File: src/design/qepc_pkg.sv
// Shared constants, codes and types for the quadrature encoder period counter.
package qepc_pkg;

    localparam int CHANNELS = 2;
    localparam int CH_W     = 1;
    localparam int TS_W     = 32;
    localparam int CFG_W    = 10;
    localparam int IDX_W    = 1;

    // command codes
    localparam logic [1:0] CMD_EDGE  = 2'd0;
    localparam logic [1:0] CMD_TICK  = 2'd1;
    localparam logic [1:0] CMD_CLEAR = 2'd2;

    // register indexes
    localparam logic [IDX_W-1:0] REG_REV_POL = 1'b0;
    localparam logic [IDX_W-1:0] REG_CPM     = 1'b1;

    // limit widths for cycles_per_microsecond up to 1023
    localparam int LIM250_W  = 18;
    localparam int LIM500_W  = 19;
    localparam int LIMHALF_W = 29;

    localparam int CPM_RESET = 600;
    localparam logic [LIM250_W-1:0]  LIM250_RESET  = LIM250_W'(CPM_RESET * 250);
    localparam logic [LIM500_W-1:0]  LIM500_RESET  = LIM500_W'(CPM_RESET * 500);
    localparam logic [LIMHALF_W-1:0] LIMHALF_RESET = LIMHALF_W'(CPM_RESET * 500000);

    typedef struct packed {
        logic [LIM250_W-1:0]  lim250;
        logic [LIM500_W-1:0]  lim500;
        logic [LIMHALF_W-1:0] lim_half;
    } t_limits;

    typedef struct packed {
        logic [TS_W-1:0] count;
        logic [TS_W-1:0] tick_last;
        logic [TS_W-1:0] last_time;
        logic [TS_W-1:0] period;
        logic            timeout;
        logic            dir;
    } t_chan_state;

    typedef struct packed {
        logic [1:0]      command;
        logic [CH_W-1:0] channel;
        logic            edge_on_a;
        logic            level_a;
        logic            level_b;
        logic [TS_W-1:0] timestamp;
    } t_in_word;

    typedef struct packed {
        logic [CH_W-1:0]        out_channel;
        logic                   reverse_dir;
        logic [TS_W-1:0]        position_count;
        logic [TS_W-1:0]        edge_period;
        logic [TS_W-1:0]        speed_period;
        logic signed [TS_W-1:0] count_delta;
        logic                   timed_out;
    } t_res_word;

endpackage

File: src/design/qepc_in_if.sv
// Input channel: command words with valid/ready handshake.
interface qepc_in_if;
    import qepc_pkg::*;

    logic            valid;
    logic            ready;
    logic [1:0]      command;
    logic [CH_W-1:0] channel;
    logic            edge_on_a;
    logic            level_a;
    logic            level_b;
    logic [TS_W-1:0] timestamp;

    modport source (output valid, command, channel, edge_on_a, level_a, level_b, timestamp,
                    input ready);
    modport sink   (input valid, command, channel, edge_on_a, level_a, level_b, timestamp,
                    output ready);
endinterface

File: src/design/qepc_out_if.sv
// Result channel: per-channel report words with valid/ready handshake.
interface qepc_out_if;
    import qepc_pkg::*;

    logic                   valid;
    logic                   ready;
    logic [CH_W-1:0]        out_channel;
    logic                   reverse_dir;
    logic [TS_W-1:0]        position_count;
    logic [TS_W-1:0]        edge_period;
    logic [TS_W-1:0]        speed_period;
    logic signed [TS_W-1:0] count_delta;
    logic                   timed_out;

    modport source (output valid, out_channel, reverse_dir, position_count, edge_period,
                    speed_period, count_delta, timed_out, input ready);
    modport sink   (input valid, out_channel, reverse_dir, position_count, edge_period,
                    speed_period, count_delta, timed_out, output ready);
endinterface

File: src/design/quadrature_encoder_period_counter.sv
// Top level of the quadrature encoder period counter: pipeline, channel state, config.
//
//  channel   | dir | handshake     | word
//  ----------+-----+---------------+-------------------------------------------
//  i_in      | in  | valid/ready   | command, channel, pins, timestamp
//  o_res     | out | valid/ready   | channel report (count, periods, delta)
//  i_cfg_*   | in  | write enable  | reverse polarity, cycles per microsecond
//
// One word per cycle while the result side is not stalled; a taken command loads the
// input register, and the result register is loaded from it when the result side moves,
// the per-channel state update sitting between them. Synchronous active-low reset
// clears all channel state and loads default limits. A stalled result holds the
// result register; the input register still takes one more word before ready drops.
module quadrature_encoder_period_counter (
    input  logic                         i_clk,
    input  logic                         i_rst_n,
    input  logic                         i_cfg_we,
    input  logic [qepc_pkg::IDX_W-1:0]   i_cfg_idx,
    input  logic [qepc_pkg::CFG_W-1:0]   i_cfg_wdata,
    qepc_in_if.sink                      i_in,
    qepc_out_if.source                   o_res
);
    import qepc_pkg::*;

    logic        r_in_valid;
    t_in_word    r_in;
    logic        r_out_valid;
    t_res_word   r_out;
    logic        r_rev_pol;
    t_limits     r_lim;
    t_chan_state r_state [CHANNELS];
    t_chan_state n_state [CHANNELS];

    logic        accept;
    logic        move;
    logic        fire;
    t_chan_state sel_state;
    t_chan_state upd_state;
    t_chan_state res_state;
    logic [TS_W-1:0] upd_speed;
    logic [TS_W-1:0] upd_delta;
    t_res_word   n_out;

    assign move   = !r_out_valid || o_res.ready;
    assign fire   = r_in_valid && move;
    assign i_in.ready = !r_in_valid || move;
    assign accept = i_in.valid && i_in.ready;

    assign sel_state = r_state[r_in.channel];

    qepc_update u_update (
        .i_command   (r_in.command),
        .i_edge_on_a (r_in.edge_on_a),
        .i_level_a   (r_in.level_a),
        .i_level_b   (r_in.level_b),
        .i_timestamp (r_in.timestamp),
        .i_rev_pol   (r_rev_pol),
        .i_lim       (r_lim),
        .i_state     (sel_state),
        .o_state     (upd_state),
        .o_speed     (upd_speed),
        .o_delta     (upd_delta)
    );

    always_comb begin
        for (int c = 0; c < CHANNELS; c++) begin
            n_state[c] = r_state[c];
            if (fire) begin
                if (r_in.command == CMD_CLEAR) begin
                    n_state[c].count     = '0;
                    n_state[c].tick_last = '0;
                end else if (r_in.channel == CH_W'(c)) begin
                    n_state[c] = upd_state;
                end
            end
        end
    end

    assign res_state = n_state[r_in.channel];

    always_comb begin
        n_out.out_channel    = r_in.channel;
        n_out.reverse_dir    = res_state.dir;
        n_out.position_count = res_state.count;
        n_out.edge_period    = res_state.period;
        n_out.speed_period   = upd_speed;
        n_out.count_delta    = upd_delta;
        n_out.timed_out      = res_state.timeout;
    end

    always_ff @(posedge i_clk) begin
        if (!i_rst_n) begin
            r_in_valid  <= 1'b0;
            r_out_valid <= 1'b0;
            r_rev_pol   <= 1'b0;
            r_lim       <= '{lim250: LIM250_RESET, lim500: LIM500_RESET,
                             lim_half: LIMHALF_RESET};
            for (int c = 0; c < CHANNELS; c++) begin
                r_state[c] <= '0;
            end
        end else begin
            if (accept) begin
                r_in_valid <= 1'b1;
            end else if (move) begin
                r_in_valid <= 1'b0;
            end
            if (move) begin
                r_out_valid <= r_in_valid;
            end
            for (int c = 0; c < CHANNELS; c++) begin
                r_state[c] <= n_state[c];
            end
            if (i_cfg_we) begin
                unique case (i_cfg_idx)
                    REG_REV_POL: r_rev_pol <= i_cfg_wdata[0];
                    REG_CPM: begin
                        // precompute 250 us, 500 us and half-second limits
                        r_lim.lim250   <= LIM250_W'(i_cfg_wdata * 18'd250);
                        r_lim.lim500   <= LIM500_W'(i_cfg_wdata * 19'd500);
                        r_lim.lim_half <= LIMHALF_W'(i_cfg_wdata * 29'd500000);
                    end
                    default: r_rev_pol <= r_rev_pol;
                endcase
            end
        end
    end

    always_ff @(posedge i_clk) begin
        if (accept) begin
            r_in.command   <= i_in.command;
            r_in.channel   <= i_in.channel;
            r_in.edge_on_a <= i_in.edge_on_a;
            r_in.level_a   <= i_in.level_a;
            r_in.level_b   <= i_in.level_b;
            r_in.timestamp <= i_in.timestamp;
        end
        if (fire) begin
            r_out <= n_out;
        end
    end

    assign o_res.valid          = r_out_valid;
    assign o_res.out_channel    = r_out.out_channel;
    assign o_res.reverse_dir    = r_out.reverse_dir;
    assign o_res.position_count = r_out.position_count;
    assign o_res.edge_period    = r_out.edge_period;
    assign o_res.speed_period   = r_out.speed_period;
    assign o_res.count_delta    = r_out.count_delta;
    assign o_res.timed_out      = r_out.timed_out;

endmodule

File: src/design/qepc_update.sv
// Next-state and report logic for one channel on an edge or tick command.
module qepc_update (
    input  logic [1:0]                 i_command,
    input  logic                       i_edge_on_a,
    input  logic                       i_level_a,
    input  logic                       i_level_b,
    input  logic [qepc_pkg::TS_W-1:0]  i_timestamp,
    input  logic                       i_rev_pol,
    input  qepc_pkg::t_limits          i_lim,
    input  qepc_pkg::t_chan_state      i_state,
    output qepc_pkg::t_chan_state      o_state,
    output logic [qepc_pkg::TS_W-1:0]  o_speed,
    output logic [qepc_pkg::TS_W-1:0]  o_delta
);
    import qepc_pkg::*;

    logic            down;
    logic [TS_W-1:0] interval;
    logic [TS_W-1:0] sum4;
    logic [TS_W-1:0] sum2;
    logic            below250;
    logic            below500;
    logic            tick_to;

    assign down     = (i_edge_on_a ? (i_level_a == i_level_b) : (i_level_a != i_level_b))
                      ^ i_rev_pol;
    assign interval = i_timestamp - i_state.last_time;
    // 3p + interval with wrap, then drop two bits
    assign sum4     = {i_state.period[TS_W-2:0], 1'b0} + i_state.period + interval;
    assign sum2     = i_state.period + interval;
    assign below250 = interval < {{(TS_W-LIM250_W){1'b0}}, i_lim.lim250};
    assign below500 = interval < {{(TS_W-LIM500_W){1'b0}}, i_lim.lim500};
    assign tick_to  = i_state.timeout
                      | (interval > {{(TS_W-LIMHALF_W){1'b0}}, i_lim.lim_half});

    always_comb begin
        o_state = i_state;
        o_speed = '0;
        o_delta = '0;
        case (i_command)
            CMD_EDGE: begin
                o_state.dir       = down;
                o_state.last_time = i_timestamp;
                o_state.count     = down ? i_state.count - 1'b1 : i_state.count + 1'b1;
                if (i_state.timeout) begin
                    o_state.period  = '0;
                    o_state.timeout = 1'b0;
                end else if (below250) begin
                    o_state.period = {2'b00, sum4[TS_W-1:2]};
                end else if (below500) begin
                    o_state.period = {1'b0, sum2[TS_W-1:1]};
                end else begin
                    o_state.period = interval;
                end
            end
            CMD_TICK: begin
                o_state.timeout   = tick_to;
                o_state.tick_last = i_state.count;
                o_delta           = i_state.count - i_state.tick_last;
                if (!tick_to && (i_state.period != '0)) begin
                    o_speed = (interval > i_state.period) ? interval : i_state.period;
                end
            end
            default: begin
                o_state = i_state;
            end
        endcase
    end

endmodule

File: src/flat_wrapper.sv
// flat-port wrapper written by rule: the top's interface ports become plain ports
module quadrature_encoder_period_counter_flat import qepc_pkg::*;
  (i_clk, i_rst_n, i_cfg_we, i_cfg_idx, i_cfg_wdata, i_in_valid, i_in_command, i_in_channel, i_in_edge_on_a, i_in_level_a, i_in_level_b, i_in_timestamp, i_in_ready, o_res_valid, o_res_out_channel, o_res_reverse_dir, o_res_position_count, o_res_edge_period, o_res_speed_period, o_res_count_delta, o_res_timed_out, o_res_ready);
  qepc_in_if i_in_i ();
  qepc_out_if o_res_i ();
  input  logic i_clk;
  input  logic i_rst_n;
  input  logic i_cfg_we;
  input  logic [qepc_pkg::IDX_W-1:0] i_cfg_idx;
  input  logic [qepc_pkg::CFG_W-1:0] i_cfg_wdata;
  input wire logic [$bits(i_in_i.valid)-1:0] i_in_valid;
  input wire logic [$bits(i_in_i.command)-1:0] i_in_command;
  input wire logic [$bits(i_in_i.channel)-1:0] i_in_channel;
  input wire logic [$bits(i_in_i.edge_on_a)-1:0] i_in_edge_on_a;
  input wire logic [$bits(i_in_i.level_a)-1:0] i_in_level_a;
  input wire logic [$bits(i_in_i.level_b)-1:0] i_in_level_b;
  input wire logic [$bits(i_in_i.timestamp)-1:0] i_in_timestamp;
  output wire logic [$bits(i_in_i.ready)-1:0] i_in_ready;
  output wire logic [$bits(o_res_i.valid)-1:0] o_res_valid;
  output wire logic [$bits(o_res_i.out_channel)-1:0] o_res_out_channel;
  output wire logic [$bits(o_res_i.reverse_dir)-1:0] o_res_reverse_dir;
  output wire logic [$bits(o_res_i.position_count)-1:0] o_res_position_count;
  output wire logic [$bits(o_res_i.edge_period)-1:0] o_res_edge_period;
  output wire logic [$bits(o_res_i.speed_period)-1:0] o_res_speed_period;
  output wire logic [$bits(o_res_i.count_delta)-1:0] o_res_count_delta;
  output wire logic [$bits(o_res_i.timed_out)-1:0] o_res_timed_out;
  input wire logic [$bits(o_res_i.ready)-1:0] o_res_ready;
  assign i_in_i.valid = i_in_valid;
  assign i_in_i.command = i_in_command;
  assign i_in_i.channel = i_in_channel;
  assign i_in_i.edge_on_a = i_in_edge_on_a;
  assign i_in_i.level_a = i_in_level_a;
  assign i_in_i.level_b = i_in_level_b;
  assign i_in_i.timestamp = i_in_timestamp;
  assign i_in_ready = i_in_i.ready;
  assign o_res_valid = o_res_i.valid;
  assign o_res_out_channel = o_res_i.out_channel;
  assign o_res_reverse_dir = o_res_i.reverse_dir;
  assign o_res_position_count = o_res_i.position_count;
  assign o_res_edge_period = o_res_i.edge_period;
  assign o_res_speed_period = o_res_i.speed_period;
  assign o_res_count_delta = o_res_i.count_delta;
  assign o_res_timed_out = o_res_i.timed_out;
  assign o_res_i.ready = o_res_ready;
  quadrature_encoder_period_counter u_core (.i_clk(i_clk), .i_rst_n(i_rst_n), .i_cfg_we(i_cfg_we), .i_cfg_idx(i_cfg_idx), .i_cfg_wdata(i_cfg_wdata), .i_in(i_in_i), .o_res(o_res_i));
endmodule
File: config.mk
export PLATFORM = sky130hd
export DESIGN_NAME = quadrature_encoder_period_counter_flat
export DESIGN_NICKNAME = d
export VERILOG_FILES = /design/src/design/qepc_pkg.sv /design/src/design/qepc_in_if.sv /design/src/design/qepc_out_if.sv /design/src/design/quadrature_encoder_period_counter.sv /design/src/design/qepc_update.sv /design/src/flat_wrapper.sv
export SDC_FILE = /design/constraint.sdc
export NUM_CORES = 2
export LEC_CHECK = 0
export BUFFER_PORTS_ARGS = -buffer_cell sky130_fd_sc_hd__buf_4
export CORE_ASPECT_RATIO = 2
export CORE_MARGIN = 5
export CORE_UTILIZATION = 64
export CTS_CLUSTER_SIZE = 8
export DETAILED_ROUTE_END_ITERATION = 8
export HOLD_SLACK_MARGIN = 0.15
export MAX_ROUTING_LAYER = met4
export PLACE_DENSITY = 0.83
export SLEW_MARGIN = 0
export SYNTH_ARGS = -nofsm -noshare
export SYNTH_HDL_FRONTEND = slang
export SYNTH_SLANG_ARGS = --single-unit
File: constraint.sdc
create_clock -name i_clk -period 24.1 [get_ports i_clk]
set_clock_uncertainty 0.15 [all_clocks]
set_input_delay 0 -clock i_clk [delete_from_list [all_inputs] [get_ports i_clk]]
set_output_delay 0 -clock i_clk [all_outputs]
set_load 0.02 [all_outputs]
---- Word level (Yosys, flattened, before mapping) ----
Memory sizes are Yosys's and may differ from the RTL's. A register that Yosys moved wholly into a read port is not among the register bits.
Cells that the tools add are included.
operators by class
  add/sub/neg operators ................... 7
  $mul .................................... 3
  magnitude comparators ................... 5
  equality and inequality tests ........... 4
  mux-type cells .......................... 29
  bitwise logic cells ..................... 6
  reductions and logical operators ........ 14
operators with widths
  operator                                                                number
  130-bit 2-to-1 mux                                                      9
  32-bit 2-to-1 mux                                                       7
  64-bit 2-to-1 mux                                                       3
  66-bit 2-to-1 mux                                                       2
  32-bit adder                                                            3
  32-bit subtractor                                                       2
  10-bit by 7-bit multiplier with 17-bit output (second input constant)   2
  32-bit by 1-bit adder with 32-bit output (second input constant)        1
  32-bit by 29-bit > comparator with 1-bit output                         1
  32-bit > comparator                                                     1
  32-bit by 18-bit less-than comparator with 1-bit output                 1
  32-bit by 19-bit less-than comparator with 1-bit output                 1
  32-bit nonzero test                                                     1
  32-bit by 1-bit subtractor with 32-bit output (second input constant)   1
  10-bit by 14-bit multiplier with 24-bit output (second input constant)  1
  1-bit 2-to-1 mux                                                        7
  2-bit AND reduction                                                     3
  1-bit logical AND                                                       3
  1-bit logical NOT                                                       3
  1-bit bitwise OR                                                        3
  2-bit by 1-bit equality test with 1-bit output (second input constant)  1
  2-bit equality test (second input constant)                             1
  2-bit >= comparator (second input constant)                             1
  2-bit logical NOT                                                       1
  8 further kinds                                                         9
storage, ports and cells
  bits in registers ....................... 230
  RAM bits ................................ 260
  output and inout bits ................... 133
  logic and storage cells ................. 88
  memories kept ........................... 1
memory list
  memory          depth  width  read ports  clocked after Yosys merged registers in  wr ports  RTL line                                 RTL
  u_core.r_state  2      130    3           1                                        2         quadrature_encoder_period_counter.sv:31  t_chan_state r_state [CHANNELS];

---- Logic depth before layout (Yosys ltp) ----
  depth after elaboration ................. 12
  depth in mapped cells ................... 30
  gate-level depth less buffers ........... 25

---- Modules after synthesis ----
From an unflattened synthesis, not the netlist that was laid out.
unflattened totals
  cells, all modules ...................... 4163
  area total of the unflattened synthesis .. 35856.9 um^2
by module, submodules not included
  module                             times used  cells each  area an instance (um^2)  seq. area each (um^2)
  quadrature_encoder_period_counter  1           2111        21911.0                  11140.7
  qepc_update                        1           2052        13945.9                  0.0

---- Worst setup path before layout ----
OpenSTA, ideal clock, no wires.
  path type ............................... flip-flop to flip-flop
  start point ............................. reg (tool-made name)
  end point ............................... reg u_core.r_out, in the netlist u_core.o_res.edge_period[27] (data pin)
  library setup time ...................... 0.270 ns
  arrival time ............................ 7.474 ns
  slack ................................... 16.205 ns
  stages on the path, launching flop included .. 29
  path buffers ............................ 5
  period minus slack after synthesis ...... 7.895 ns
  cells stage by stage .................... dfxtp_1 -> clkbuf_1 -> buf_1 -> buf_1 -> clkbuf_1 -> buf_1 -> mux2i_1 -> fa_1 -> a211oi_1 -> o21ai_0 -> a31oi_1 -> o21ai_0 -> a21o_1 -> a21oi_1 -> xnor2_1 -> fa_1 -> ha_1 -> a2111oi_0 -> o21a_1 -> o32ai_1 -> a211oi_1 -> a211o_1 -> o21ai_0 -> a41oi_1 -> nand2b_1 -> xnor2_1 -> a21oi_1 -> a32oi_1 -> a21oi_1
RTL lines
  what                    RTL line                                  RTL
  end signal: assignment  quadrature_encoder_period_counter.sv:138  r_out <= n_out;
  end: declaration        quadrature_encoder_period_counter.sv:28   t_res_word r_out;

==> flow_metrics.env <==
export IMPL_grt_max_degree=98
export IMPL_yosysSeqAreaShare_pct=32.0
export IMPL_cts_sinks=472
export IMPL_slew_viol_final=0
export IMPL_antenna_found_initial=1
export IMPL_sequentialPowerShare_pct=30.8
export IMPL_irDropWorstVdd_mv=0.0687
export IMPL_synthCells=4007
export IMPL_yosys_warnings=0
export IMPL_grt_remaining_overflow=0
export IMPL_synth_top_cell_area_share_pct=17.4
export IMPL_max_freq_ghz=0.130
export IMPL_synth_top_cell_by_area="dfxtp_1"
export IMPL_worst_pin_slew_ns=1.24
export IMPL_die_h_microns=340
export IMPL_hold_viol=0
export IMPL_grtUsageMet2_pct=71.5
export IMPL_arrival_ns=7.89
export IMPL_hpwl_microns=88500
export IMPL_grt_busiest_layer="met2"
export IMPL_synth_cell_type_count=88
export IMPL_cts_max_path_buffers=3
export IMPL_outcome="complete, no violations"
export IMPL_async_flop_share_pct=0
export IMPL_grt_use_met1_pct=38.4
export IMPL_cts_tree="built"
export IMPL_coreArea_sq_um=54200
export IMPL_rows=121
export IMPL_clock_power_share_pct=31.8
export IMPL_slew_limit_headroom_pct=14.6
export IMPL_place_gp_congestion=1.06
export IMPL_drc=0
export IMPL_crit_type="reg -> reg"
export IMPL_place_ws_ns=16.67
export IMPL_numPortBuffers=186
export IMPL_drt_pass1_iterations=6
export IMPL_initial_utilization_pct=64.3
export IMPL_pin_count=187
export IMPL_grt_pass1_wl_microns=186000
export IMPL_nets=4739
export IMPL_rsz0062_at_grt="false"
export IMPL_dr_first_iter_drc_count=2819
export IMPL_clockRootBuffer="clkbuf_16"
export IMPL_num_vias=32800
export IMPL_endpoint_kind="register"
export IMPL_grt_pass1_vias=33000
export IMPL_p_leak_uw=0.0177
export IMPL_maxCapViolations=0
export IMPL_switching_share_pct=37.2
export IMPL_ctsResizeCount=0
export IMPL_chipWidth_microns=175
export IMPL_ant_nets=0
export IMPL_p_switching_uw=1080
export IMPL_wire_per_inst_microns=24.9
export IMPL_syn_area_sq_um=34900
export IMPL_p_int_uw=1830
export IMPL_grt_total_usage_pct=41.7
export IMPL_setup_viol=0
export IMPL_timing_final_ws_setup_ns=16.38
export IMPL_synthTopCellsByArea="dfxtp_1 17%, edfxtp_1 15%, ha_1 13%"
export IMPL_routed_wirelength_microns=124000
export IMPL_cts_inserted_buffers=68
export IMPL_combinationalPowerShare_pct=37.4
export IMPL_cts_setup_buffers=0
export IMPL_grt_use_met3_pct=6.60
export IMPL_h_tree_depth=3
export IMPL_area_delta_synth_final_pct=15.0
export IMPL_insertion_delay_ns=0.62
export IMPL_worstSetupStartpointType="register"
export IMPL_viasPerCell=6.59
export IMPL_clk_pin_slew_worst_paths_ns=0.06
export IMPL_synth_edff_count=169
export IMPL_power_density_nw_per_um2=72.7
export IMPL_synth_seq_cells=472
export IMPL_min_period_over_period_pct=32.0
export IMPL_period_minus_slack_ns=7.72
export IMPL_syn_num_nets=4498
export IMPL_crit_fanout=46
export IMPL_synth_flop_cell="dfxtp_1"
export IMPL_min_path_type="in -> reg"
export IMPL_fin_tns_setup_ns=0
export IMPL_worstPathRequired_ns=24.27
export IMPL_drive_above_1_share_pct=9.76
export IMPL_design_die_area_sq_um=59500
export IMPL_avgSynthCellArea_sq_um=8.70
-- critical path, stage by stage, from the launching register on --
cell and delay (ns):
dfxtp_4 0.54, buf_4 0.71, mux2i_1 0.34, ha_1 0.38, and4_1 0.29, and3_1 0.22, a22o_1 0.21, o31ai_1 0.91
and2_1 0.33, buf_4 0.24, xnor2_1 0.14, ha_1 0.25, ha_1 0.34, and3_1 0.22, nand2_1 0.07, o32ai_1 0.25
a211oi_1 0.13, a211o_1 0.33, o21ai_0 0.28, a41oi_1 0.21, o21ai_0 0.31, xnor2_1 0.12, o22a_1 0.21, nand2_1 0.11
a21oi_1 0.07
-- cells in the final DEF, fill, tap and decap left out, types with 8 or more instances in the layout --
cell,netlist,layout
mux2i_1,166,165
nand2b_1,34,32
o22ai_1,17,16
and3_1,31,30
nand4_1,34,34
xor2_1,49,49
o31ai_1,11,11
dfxtp_1,303,302
clkbuf_1,154,42
o21ai_0,217,217
a21o_1,73,73
nand3_1,50,50
nor2b_1,52,51
nor2_1,537,535
xnor2_1,120,116
and2_1,18,16
nor4_1,9,9
o21a_1,34,34
or3_1,13,13
clkbuf_16,0,70
mux2_2,37,37
fa_1,79,79
dlygate4sd3_1,0,102
nor3_1,73,73
o211ai_1,36,36
nand2_1,220,217
a41oi_1,8,8
a21oi_1,376,376
edfxtp_1,169,169
ha_1,358,358
buf_4,0,265
a211o_1,13,13
o21bai_1,30,30
inv_1,266,266
a31oi_1,21,21
a211oi_1,91,91
a22oi_1,119,119
-- final timing paths --
kind                                 start                                endpoint  slack (ns)  cells after the start
max                               register  u_core.o_res.edge_period[29]$_DFFE_PP_       16.38                     24
min                         i_cfg_wdata[6]           u_core.r_lim[56]$_SDFFE_PN1P_        0.20                      6
max reg2reg                       register  u_core.o_res.edge_period[29]$_DFFE_PP_       16.38                     24
min reg2reg  u_core.r_lim[14]$_SDFFE_PN0P_           u_core.r_lim[14]$_SDFFE_PN0P_        0.30                      2
-- kinds of logic after synthesis --
| family | synth area share [%] |
|---|---|
| multiplexers | 6.03 |
| adder cells (fa/ha/maj) | 17.4 |
| XOR/XNOR | 4.44 |
| buffers and inverters | 5.04 |
| AND/OR/NAND/NOR | 14.4 |
| flip-flops | 32.0 |
| AO/OA/AOI/OAI | 20.7 |
-- stage by stage --
stage | std cells | area, sq um | hold slack, ns | total power (uW) | util (%)
after floorplan | 4007 | 34900 | -0.0511 | 1630 | -
after global placement | 4752 | 37100 | 0.0279 | 1940 | 68.4
final | 4972 | 40100 | 0.201 | 2920 | 74.0
after CTS | 4971 | 40100 | 0.169 | 2880 | 74.0
after global routing | 4972 | 40100 | 0.247 | 3050 | 74.0
after detailed placement | 4752 | 37100 | 0.0292 | 1950 | 68.4
-- final cells by class --
type	instances	area, sq um
sequential	472	11100
fill	4084	14100
tap	676	846
clock buffer	112	1910
clock inverter	5	95.1
timing repair buffer	367	3010
multi-input combinational	3071	22100
antenna	1	2.50
inverter	268	1010
-- per-layer routing --
layer / part of all wire [%] / up-vias / routed length, microns
li1: - / 14800 / -
met1: 31 / 15500 / 38400
met2: 50 / 1727 / 61600
met3: 6.6 / 732 / 8170
met4: 13 / 0 / 15600
met5: 0 / - / 0
-- what timing repair did --
item,in CTS,in global routing
hold endpoints to repair,193,0
hold buffers,102,0
endpoints found under the setup margin,0,0
-- power by group through the flow --
| stage | combinational (uW) | clock (uW) | sequential, uW |
|---|---|---|---|
| after floorplan | 717 | 0 | 917 |
| after global placement | 1030 | 0 | 911 |
| after detailed placement | 1040 | 0 | 912 |
| after CTS | 1060 | 923 | 897 |
| after global routing | 1190 | 964 | 900 |
| final | 1090 | 926 | 899 |
-- cell usage after synthesis (49+ instances only) --
master,number
nor2b_1,52
xor2_1,49
nand3_1,50
edfxtp_1,169
a211oi_1,91
clkbuf_1,154
nor2_1,537
o21ai_0,217
nand2_1,220
a22oi_1,119
inv_1,266
ha_1,358
fa_1,79
a21oi_1,376
mux2i_1,166
a21o_1,73
dfxtp_1,303
xnor2_1,120
nor3_1,73
Power figures use the tool's default switching activity.
